--- src/design/c3v_pkg.sv ---
`default_nettype none
// ----------------------------------------------------------------------------
// c3v_pkg
// Shared types, widths and register codes of the 3x3 valid-region
// convolution stream.
// ----------------------------------------------------------------------------
package c3v_pkg;

   localparam int MAX_WIDTH   = 64;
   localparam int COL_W       = $clog2(MAX_WIDTH);
   localparam int WCMP_W      = COL_W + 1;
   localparam int WREG_W      = 7;
   localparam int EXT_W       = (WCMP_W > WREG_W) ? WCMP_W : WREG_W;
   localparam int ROW_W       = 10;
   localparam int OUT_COL_W   = 6;
   localparam int PIX_W       = 16;
   localparam int WGT_W       = 16;
   localparam int KROW_W      = 3 * WGT_W;
   localparam int PROD_W      = PIX_W + WGT_W;
   localparam int ACC_W       = 36;
   localparam int LINE_W      = 2 * PIX_W;
   localparam int CSR_IDX_W   = 3;
   localparam int RSP_FIELD_W = ACC_W + ROW_W + OUT_COL_W;
   localparam int RSP_DATA_W  = ((RSP_FIELD_W + 7) / 8) * 8;

   localparam logic [WREG_W-1:0] WIDTH_RESET  = WREG_W'(64);
   localparam logic [ROW_W-1:0]  HEIGHT_RESET = ROW_W'(64);
   localparam int                MIN_SIZE     = 3;

   typedef enum logic [CSR_IDX_W-1:0] {
      REG_KERNEL_TOP    = 3'd0,
      REG_KERNEL_MIDDLE = 3'd1,
      REG_KERNEL_BOTTOM = 3'd2,
      REG_IMAGE_WIDTH   = 3'd3,
      REG_IMAGE_HEIGHT  = 3'd4
   } reg_index_type;

   typedef logic signed [PIX_W-1:0] pix_type;
   typedef pix_type [2:0][2:0] win_type;
   typedef logic [2:0][KROW_W-1:0] kernel_type;

   typedef struct packed {
      logic                 emit;
      logic [ROW_W-1:0]     row;
      logic [OUT_COL_W-1:0] col;
      logic                 last;
   } meta_type;

   typedef struct packed {
      logic     valid;
      meta_type meta;
   } stage_type;

endpackage
`default_nettype wire

--- src/design/c3v_ram.sv ---
`default_nettype none
// ----------------------------------------------------------------------------
// c3v_ram
// Generic single-write, single-read synchronous RAM with registered read.
// ----------------------------------------------------------------------------
module c3v_ram #(
   parameter int WIDTH = 32,
   parameter int DEPTH = 64
) (
   input  logic                     clock,
   input  logic                     wr_en,
   input  logic [$clog2(DEPTH)-1:0] wr_addr,
   input  logic [WIDTH-1:0]         wr_data,
   input  logic                     rd_en,
   input  logic [$clog2(DEPTH)-1:0] rd_addr,
   output logic [WIDTH-1:0]         rd_data
);

   logic [WIDTH-1:0] mem_ff [DEPTH];
   logic [WIDTH-1:0] rd_data_ff;

   always_ff @(posedge clock) begin
      if (wr_en) begin
         mem_ff[wr_addr] <= wr_data;
      end
      if (rd_en) begin
         rd_data_ff <= mem_ff[rd_addr];
      end
   end

   assign rd_data = rd_data_ff;

endmodule
`default_nettype wire

--- src/design/c3v_window.sv ---
`default_nettype none
// ----------------------------------------------------------------------------
// c3v_window
// Raster counters, packed line store in RAM and the 3x3 pixel window.
// ----------------------------------------------------------------------------
module c3v_window (
   input  logic                        clock,
   input  logic                        reset,
   input  logic                        advance,
   input  logic                        accept,
   input  c3v_pkg::pix_type            pixel,
   input  logic [c3v_pkg::WREG_W-1:0]  image_width,
   input  logic [c3v_pkg::ROW_W-1:0]   image_height,
   output c3v_pkg::stage_type          stage_out,
   output c3v_pkg::win_type            win
);
   import c3v_pkg::*;

   logic [COL_W-1:0]   col_ff, col_in, cur_col;
   logic [ROW_W-1:0]   row_ff, row_in, cur_row, row_pre, row_next;
   logic [EXT_W-1:0]   eff_w, col_next_ext;
   logic [ROW_W-1:0]   eff_h;
   logic               wrap_pre;
   meta_type           meta_in;

   logic [MAX_WIDTH-1:0] valid_ff;
   logic               s1_valid_ff, s1_hit_ff;
   logic [COL_W-1:0]   s1_col_ff;
   pix_type            s1_px_ff;
   meta_type           s1_meta_ff;
   logic               s2_valid_ff;
   meta_type           s2_meta_ff;
   win_type            win_ff;

   logic [LINE_W-1:0]  rd_data;
   pix_type            older, newer;
   logic               s1_go;

   // Counter step: wrap before the pixel, locate it, then wrap after it.
   always_comb begin
      eff_w = EXT_W'(image_width);
      if (image_width < WREG_W'(MIN_SIZE)) begin
         eff_w = EXT_W'(MIN_SIZE);
      end
      if (EXT_W'(image_width) > EXT_W'(MAX_WIDTH)) begin
         eff_w = EXT_W'(MAX_WIDTH);
      end
      eff_h = (image_height < ROW_W'(MIN_SIZE)) ? ROW_W'(MIN_SIZE) : image_height;

      wrap_pre = EXT_W'(col_ff) >= eff_w;
      cur_col  = wrap_pre ? '0 : col_ff;
      row_pre  = wrap_pre ? row_ff + 1'b1 : row_ff;
      cur_row  = (row_pre >= eff_h) ? '0 : row_pre;

      col_next_ext = EXT_W'(cur_col) + EXT_W'(1);
      row_next     = cur_row + 1'b1;
      if (col_next_ext >= eff_w) begin
         col_in = '0;
         row_in = (row_next >= eff_h) ? '0 : row_next;
      end else begin
         col_in = col_next_ext[COL_W-1:0];
         row_in = cur_row;
      end

      meta_in.emit = (cur_row >= ROW_W'(2)) && (cur_col >= COL_W'(2));
      meta_in.row  = cur_row - ROW_W'(2);
      meta_in.col  = OUT_COL_W'(cur_col - COL_W'(2));
      meta_in.last = (cur_row == eff_h - ROW_W'(1)) &&
                     (EXT_W'(cur_col) == eff_w - EXT_W'(1));
   end

   always_ff @(posedge clock) begin
      if (reset) begin
         col_ff <= '0;
         row_ff <= '0;
      end else if (accept) begin
         col_ff <= col_in;
         row_ff <= row_in;
      end
   end

   // Line store: older row in the high half, newer row in the low half.
   assign s1_go = advance && s1_valid_ff;
   assign older = s1_hit_ff ? pix_type'(rd_data[LINE_W-1:PIX_W]) : '0;
   assign newer = s1_hit_ff ? pix_type'(rd_data[PIX_W-1:0]) : '0;

   c3v_ram #(
      .WIDTH (LINE_W),
      .DEPTH (MAX_WIDTH)
   ) u_line_ram (
      .clock   (clock),
      .wr_en   (s1_go),
      .wr_addr (s1_col_ff),
      .wr_data ({newer, s1_px_ff}),
      .rd_en   (accept),
      .rd_addr (cur_col),
      .rd_data (rd_data)
   );

   always_ff @(posedge clock) begin
      if (reset) begin
         valid_ff    <= '0;
         s1_valid_ff <= 1'b0;
         s2_valid_ff <= 1'b0;
         win_ff      <= '0;
      end else begin
         if (s1_go) begin
            valid_ff[s1_col_ff] <= 1'b1;
            for (int r = 0; r < 3; r++) begin
               win_ff[r][0] <= win_ff[r][1];
               win_ff[r][1] <= win_ff[r][2];
            end
            win_ff[0][2] <= older;
            win_ff[1][2] <= newer;
            win_ff[2][2] <= s1_px_ff;
         end
         if (advance) begin
            s1_valid_ff <= accept;
            s2_valid_ff <= s1_valid_ff;
         end
      end
   end

   always_ff @(posedge clock) begin
      if (accept) begin
         s1_col_ff  <= cur_col;
         s1_px_ff   <= pixel;
         s1_meta_ff <= meta_in;
         s1_hit_ff  <= valid_ff[cur_col];
      end
      if (advance) begin
         s2_meta_ff <= s1_meta_ff;
      end
   end

   assign stage_out.valid = s2_valid_ff;
   assign stage_out.meta  = s2_meta_ff;
   assign win             = win_ff;

endmodule
`default_nettype wire

--- config.mk ---
export PLATFORM = sky130hd
export DESIGN_NAME = c3v_window
export DESIGN_NICKNAME = d
export VERILOG_FILES = /design/src/design/c3v_pkg.sv /design/src/design/c3v_ram.sv /design/src/design/c3v_window.sv
export SDC_FILE = /design/constraint.sdc
export NUM_CORES = 2
export LEC_CHECK = 0
export ABC_AREA = 0
export BUFFER_PORTS_ARGS = -buffer_cell sky130_fd_sc_hd__buf_2
export CAP_MARGIN = 20
export CORE_MARGIN = 4
export CORE_UTILIZATION = 53
export CTS_CLUSTER_SIZE = 28
export DETAILED_ROUTE_END_ITERATION = 7
export HOLD_SLACK_MARGIN = 0.15
export PLACE_DENSITY = 0.81
export SLEW_MARGIN = 40
export SYNTH_ARGS = -nofsm -noshare
export SYNTH_HDL_FRONTEND = slang
export SYNTH_HIERARCHICAL = 1
export SYNTH_SLANG_ARGS = --single-unit
--- constraint.sdc ---
create_clock -name clock -period 6.97 [get_ports clock]
set_input_delay 1.0455 -clock clock [delete_from_list [all_inputs] [get_ports clock]]
set_output_delay 1.0455 -clock clock [all_outputs]
set_load 0.02 [all_outputs]
=== Yosys cells after proc, flatten, opt, wreduce, memory -nomap -nowiden ===
Memory sizes are Yosys's and may differ from the RTL's. A register that Yosys moved wholly into a read port is not among the register bits.
Cells that the tools add are included.

* Add/sub/neg operators: 7
* $lt $le $gt $ge: 12
* Eq/ne operators: 2
* Mux-type cells: 17
* Bitwise gates (word level): 1
* Reductions and logical operators: 4

{| class="wikitable"
|+ Operators with widths
! cell !! count
|-
| $or 64x64->64 || 1
|-
| $mux 10 || 5
|-
| $mux 16 || 2
|-
| $add 10x1->10 const B || 2
|-
| $ge 10x10->1 || 2
|-
| $lt 6x7->1 const B || 2
|-
| $mux 7 || 2
|-
| $mux 6 || 2
|-
| $eq 10x10->1 || 1
|-
| $ge 10x2->1 const B || 1
|-
| $lt 10x2->1 const B || 1
|-
| $sub 10x1->10 const B || 1
|-
| $sub 10x2->10 const B || 1
|-
| $add 6x1->7 const B || 1
|-
| $eq 6x7->1 || 1
|-
| $ge 6x7->1 || 1
|-
| $ge 7x7->1 || 1
|-
| $gt 7x7->1 const B || 1
|-
| $lt 7x2->1 const B || 1
|-
| $sub 7x1->7 const B || 1
|-
| $bmux 1 s6 || 1
|-
| $demux 1 s6 || 1
|-
| $ge 6x1->1 const B || 1
|-
| $ge 6x2->1 const B || 1
|-
| 3 further kinds || 9
|}

* Flip-flop bits (word level): 285
* Bits in writable memories: 2048
* Bits of input ports: 37
* Word-level logic and storage cells: 69
* Memories: 1

{| class="wikitable"
|+ Memories
! name !! words !! bits a word !! rd ports !! clocked after memory_dff !! write ports !! line !! source
|-
| u_line_ram.mem_ff || 64 || 32 || 1 || 1 || 1 || c3v_ram.sv:19 || <nowiki>logic [WIDTH-1:0] mem_ff [DEPTH];</nowiki>
|}

=== Logic depth before layout (Yosys ltp) ===
* Depth after elaboration: 11
* Depth in mapped cells: 35
* Mapped depth without buffers: 31

=== Cells and area by module ===
Netlist, hierarchy kept.

{| class="wikitable"
|+ Modules (own cells, without submodules)
! module !! times used !! cells each !! area an instance (µm²)
|-
| c3v_ram || 1 || 3324 || 78835.6
|-
| c3v_window || 1 || 1458 || 12679.7
|}

=== Least setup slack after synthesis ===
Ideal clock, no wire load.

* Kind: input port to flip-flop
* Start: in image_width[3] (netlist name)
* End: reg row_ff[2]
* Arrival time: 7.115 ns
* Data required time: 6.896 ns
* Setup slack: -0.219 ns
* Stages on the path: 32
* Buffers on the path: 2
* Cells stage by stage: clkbuf_1 -> nor4_1 -> o21ai_0 -> ha_1 -> nand2_1 -> o21ai_2 -> a2bb2oi_4 -> o21a_1 -> nor2_2 -> inv_1 -> ha_1 -> a21o_1 -> a21o_1 -> a21oi_1 -> o21ai_2 -> nor2_4 -> clkbuf_1 -> nand2_1 -> inv_1 -> ha_1 -> nand4_1 -> or3_1 -> and3_1 -> ha_1 -> o21a_1 -> o31ai_1 -> o31a_1 -> a21oi_1 -> nor3_1 -> nand2_1 -> or4_1 -> a31oi_1

* Cells in the longest elaborated chain, start to end: 11
* Elaborated cells between the ends (all ways): 15

{| class="wikitable"
|+ RTL lines
! element !! line !! source
|-
| from (decl) || c3v_window.sv:12 || <nowiki>input logic [c3v_pkg::WREG_W-1:0] image_width,</nowiki>
|-
| $lt 7x2->1 || c3v_window.sv:42 || <nowiki>if (image_width < WREG_W'(MIN_SIZE)) begin</nowiki>
|-
| $mux 7 || c3v_window.sv:42 ||
|-
| $mux 7 * || c3v_window.sv:45 || <nowiki>if (EXT_W'(image_width) > EXT_W'(MAX_WIDTH)) begin</nowiki>
|-
| $ge 6x7->1 || c3v_window.sv:50 || <nowiki>wrap_pre = EXT_W'(col_ff) >= eff_w;</nowiki>
|-
| $mux 10 || c3v_window.sv:52 || <nowiki>row_pre = wrap_pre ? row_ff + 1'b1 : row_ff;</nowiki>
|-
| $ge 10x10->1 || c3v_window.sv:53 || <nowiki>cur_row = (row_pre >= eff_h) ? '0 : row_pre;</nowiki>
|-
| $mux 10 || c3v_window.sv:53 ||
|-
| $add 10x1->10 || c3v_window.sv:56 || <nowiki>row_next = cur_row + 1'b1;</nowiki>
|-
| $ge 10x10->1 || c3v_window.sv:59 || <nowiki>row_in = (row_next >= eff_h) ? '0 : row_next;</nowiki>
|-
| $mux 10 || c3v_window.sv:59 ||
|-
| $mux 10 * || c3v_window.sv:57 || <nowiki>if (col_next_ext >= eff_w) begin</nowiki>
|-
| to (signal assigned) || c3v_window.sv:78 || <nowiki>row_ff <= row_in;</nowiki>
|-
| to (decl) || c3v_window.sv:20 || <nowiki>logic [ROW_W-1:0] row_ff, row_in, cur_row, row_pre, row_next;</nowiki>
|}

Every way passes the cells marked *; elsewhere a longest branch is shown, timed or not.
A chain may end at the register's enable or synchronous reset.

=== Worst setup path after layout ===
* Start: in image_width[4] (netlist name)
* End: reg row_ff[5]

The elaborated chain is that of the path after synthesis.

==> flow_results.org <==
** Outcome
- Run status :: completed

** Timing
- Highest clock frequency the design can meet :: 158 MHz
- The count of final max-slew check failures was 0.
- RSZ-0062 raised after global routing :: no
- The hold violation total from the final report was 0.
- Setup violations remaining at the end of the flow were counted as 0.
- After routing, the total negative slack on setup checks comes to 0 ps.
- After layout, the worst path uses slightly above 90% of the clock period.
- Setup clock skew after layout :: between 50 and 60 ps
- Final worst setup slack :: 655 ps
- In this run the tightest slew margin relative to its limit is 33.0%.
- At the pin with the least slew margin, the transition time is 1010 ps.
- The clock period could shrink to about 6300 ps.

** Finish
- Non-filler cells in the finished layout :: a little under 8,000
- Area growth from synthesis to layout :: 14.0%
- Fill cells :: 11,100
- For this run, the post-layout net count is 5,283.
- Area of combinational cells with multiple inputs :: 0.0220 mm^2
- Proportion of layout cells with a drive suffix above 1 :: 27.4%
- Register cell area after layout :: roughly 0.069 mm^2

** Route
- Iteration count of the initial detailed-routing pass :: 7
- Number of nets with antenna violations after routing :: 0
- Number of DRC violations after detailed-routing iteration 0 :: 9,132
- After detailed routing, the total wire length is 263 mm.
- Summing over every cut layer, the via total after detailed routing is 52,500.
- Routed wire length per instance :: 34.1 um
- In the routed layout, each cell is associated on average with a via count of 6.80.
- After detailed routing, the number of remaining DRC violations is 0.

** GRT
- The total overflow left after global routing is 0.
- Wire length of the first global-routing pass :: 375 mm
- Antenna violations before repair :: 16
- The number of global-route vias before repair was 51,900.
- Global Route Usage Sum :: between 20 and 30%
- Entering global routing, the biggest net connects 137 pins.

** Logic synthesis
- Ys flop type :: sky130_fd_sc_hd__edfxtp_1
- Counting instances in the post-synthesis netlist gives the leading cell types as 2,138 x sky130_fd_sc_hd__edfxtp_1, 545 x sky130_fd_sc_hd__mux4_2, 344 x sky130_fd_sc_hd__nand2_1.
- Averaged over all synthesized cells, the footprint is 19.1 um^2.
- Number of warnings issued by yosys :: 6
- Portion of synthesized cell area occupied by the leading cell type :: 70.2%
- Post-synthesis instance total :: approximately 4,800
- After synthesis the netlist holds a flip-flop and latch count of 2,364.
- Async set or reset register ratio after synthesis :: 0%
- Most common cell in the netlist :: sky130_fd_sc_hd__edfxtp_1
- Yosys cell types :: just over 90
- Mapped Area :: 0.0915 mm^2
- In this run, synthesis inferred 2,138 flip-flops with an integrated enable.
- Largest cells by area after synthesis :: sky130_fd_sc_hd__edfxtp_1 70%, sky130_fd_sc_hd__mux4_2 13%, sky130_fd_sc_hd__dfxtp_1 4.9%
- Biggest area consumer among synthesized cells :: sky130_fd_sc_hd__edfxtp_1
- Post-synthesis sequential area ratio :: 75.1%
- Syn nets :: slightly below 5,000

** Setup path
- Required time of the critical path :: 7740 ps
- The worst setup path is of the in2reg kind.
- Tracing the worst setup path back leads to its startpoint at image_width[4].
- Cell with the largest stage delay on the worst path :: sky130_fd_sc_hd__nor4_1
- The endpoint identified for the worst register-to-register timing path is row_ff[5].
- The worst register-to-register path has a depth of 29.
- Along the worst path, the maximum fanout reaches 5.
- The worst register-to-register path begins at col_ff[4].
- Critical Path End :: row_ff[5]
- In this design, the critical path's most frequently occurring cell is sky130_fd_sc_hd__ha_1.
- In this run the register-to-register setup slack is 890 ps.
- STA classifies the critical path endpoint as a flip-flop.
- Arrival time at the worst endpoint :: 7080 ps
- For this run, the slowest stage of the critical path takes 400 ps.
- Critical path startpoint category :: primary input

** Floorplan
- The die covers between 0.15 and 0.2 mm^2.
- Width of the die :: 424 um
- Std-Cell Rows :: 152
- For this configuration, the core starts out at a cell density of 53.3%.
- Die Height :: 424 um
- 200 I/O pins were placed.
- Core area :: 0.172 mm^2

** Placed design
- HPWL after detailed placement :: 139 mm
- The number of placed instances, taps included, is 7,280.
- Placement-stage worst setup slack :: -131 ps
- Global placement routability congestion :: 0.904
- During placement, the flow inserted port buffers numbering a little under 200.

** Clocking
- Sink Count :: 2,364
- After clock tree synthesis, the flow added hold-fix buffers numbering 0.
- CTS tree :: done
- Clock latency on the worst-skew pair, taken at its later pin, is 860 ps.
- Post-cts resize count :: 0
- Root Buffer :: sky130_fd_sc_hd__clkbuf_16
- Counting the buffers created by CTS gives ~220.
- Clock-pin slew was measured on the worst setup and hold paths at 70 ps.
- H-Tree Level Count :: 4
- Post-CTS timing repair inserted 0 buffers for setup.
- The clock passes through at most 3 buffers.

** Pwr
- Worst IR Drop VDD :: 0.000285 V
- P per Cell Area :: approximately 280 mW/mm^2
- Total leakage power :: 0.0330 uW

** Job
- Max-capacitance violation count :: 0

** Hold path
- Min-delay worst type :: in2reg
cells by family after synthesis:
family / Yosys count / share of synthesized area [%]
flops: 2364 / 75.1
xor+xnor: 33 / 0.364
simple gates: 809 / 3.93
compound gates: 557 / 3.75
mux: 666 / 14.7
fa+ha+maj: 43 / 0.588
buf+inv: 310 / 1.53
state kept, by name, summed over array words and instances, names as in the netlist:
signal	cells
col_ff	6
s1_hit_ff	1
u_line_ram/mem_ff	2048
valid_ff	64
s1_col_ff	6
row_ff	10
s1_px_ff	16
win	144
s1_meta_ff	17
s1_valid_ff	1
u_line_ram/rd_data	32
stage_out	18
s2_valid_ff	1
metal layers:
layer | part of all wire (%) | GRT usage, % | vias up
met5 | 0.021 | 0 | -
met4 | 6.2 | 15.4 | 8
met3 | 14 | 8.01 | 981
met2 | 47 | 44.9 | 4857
met1 | 33 | 37.9 | 26400
li1 | - | - | 20200
layout make-up:
type / count / share of cell area [%]
Clock inverter: 120 / 0.954
Clock buffer: 285 / 5.57
Timing Repair Buffer: 474 / 3.57
Inverter: 39 / 0.171
Multi-Input combinational cell: 2108 / 21.1
Tap cell: 2310 / 2.77
Antenna cell: 16 / 0.0384
Sequential cell: 2364 / 65.9
where the power goes:
| group | total [uW] | internal, uW | switching, uW |
|---|---|---|---|
| registers | 15600 | 15600 | 35.2 |
| logic | 1690 | 620 | 1070 |
| clock network | 11600 | 6290 | 5270 |
| total | 28800 | 22500 | 6370 |
worst min-delay path by stage:
stage,from,endpoint,cells past startpoint
4_1_cts,pixel[5],s1_px_ff[5],1
6_report,pixel[5],s1_px_ff[5],1
5_1_grt,pixel[12],s1_px_ff[12],1
2_1_floorplan,s1_meta_ff[0],stage_out[0],0
3_3_place_gp,s1_meta_ff[2],stage_out[2],0
3_5_place_dp,s1_meta_ff[10],stage_out[10],0
worst max-delay path, delay by kind of cell:
kind | cells | cell delay [ps]
buf+inv | 5 | 620
compound gates | 15 | 2690
fa+ha+maj | 4 | 970
simple gates | 9 | 1760
per-stage QoR:
stage / utilization, % / cell area, um^2 / hold slack (ps) / total power (uW)
floorplan: - / 91500 / 400 / 16900
global placement: 56.3 / 96700 / 401 / 17400
detailed placement: 56.6 / 97200 / 405 / 17500
CTS: 60.6 / 104000 / 309 / 28900
global route: 60.7 / 104000 / 324 / 29600
finish: 60.8 / 104000 / 355 / 28800
cells in the final DEF (no fill, tap or decap), types with 86 or more instances in the layout:
cell type / instances
sky130_fd_sc_hd__edfxtp_1: 2138
sky130_fd_sc_hd__mux4_2: 545
sky130_fd_sc_hd__nand2_1: 340
sky130_fd_sc_hd__a21oi_1: 305
sky130_fd_sc_hd__dfxtp_1: 226
sky130_fd_sc_hd__clkbuf_16: 222
sky130_fd_sc_hd__buf_4: 220
sky130_fd_sc_hd__buf_2: 197
sky130_fd_sc_hd__nor2_1: 176
sky130_fd_sc_hd__mux2i_1: 117
sky130_fd_sc_hd__o22ai_1: 86
Note: power is estimated with default switching activity, not from simulation.
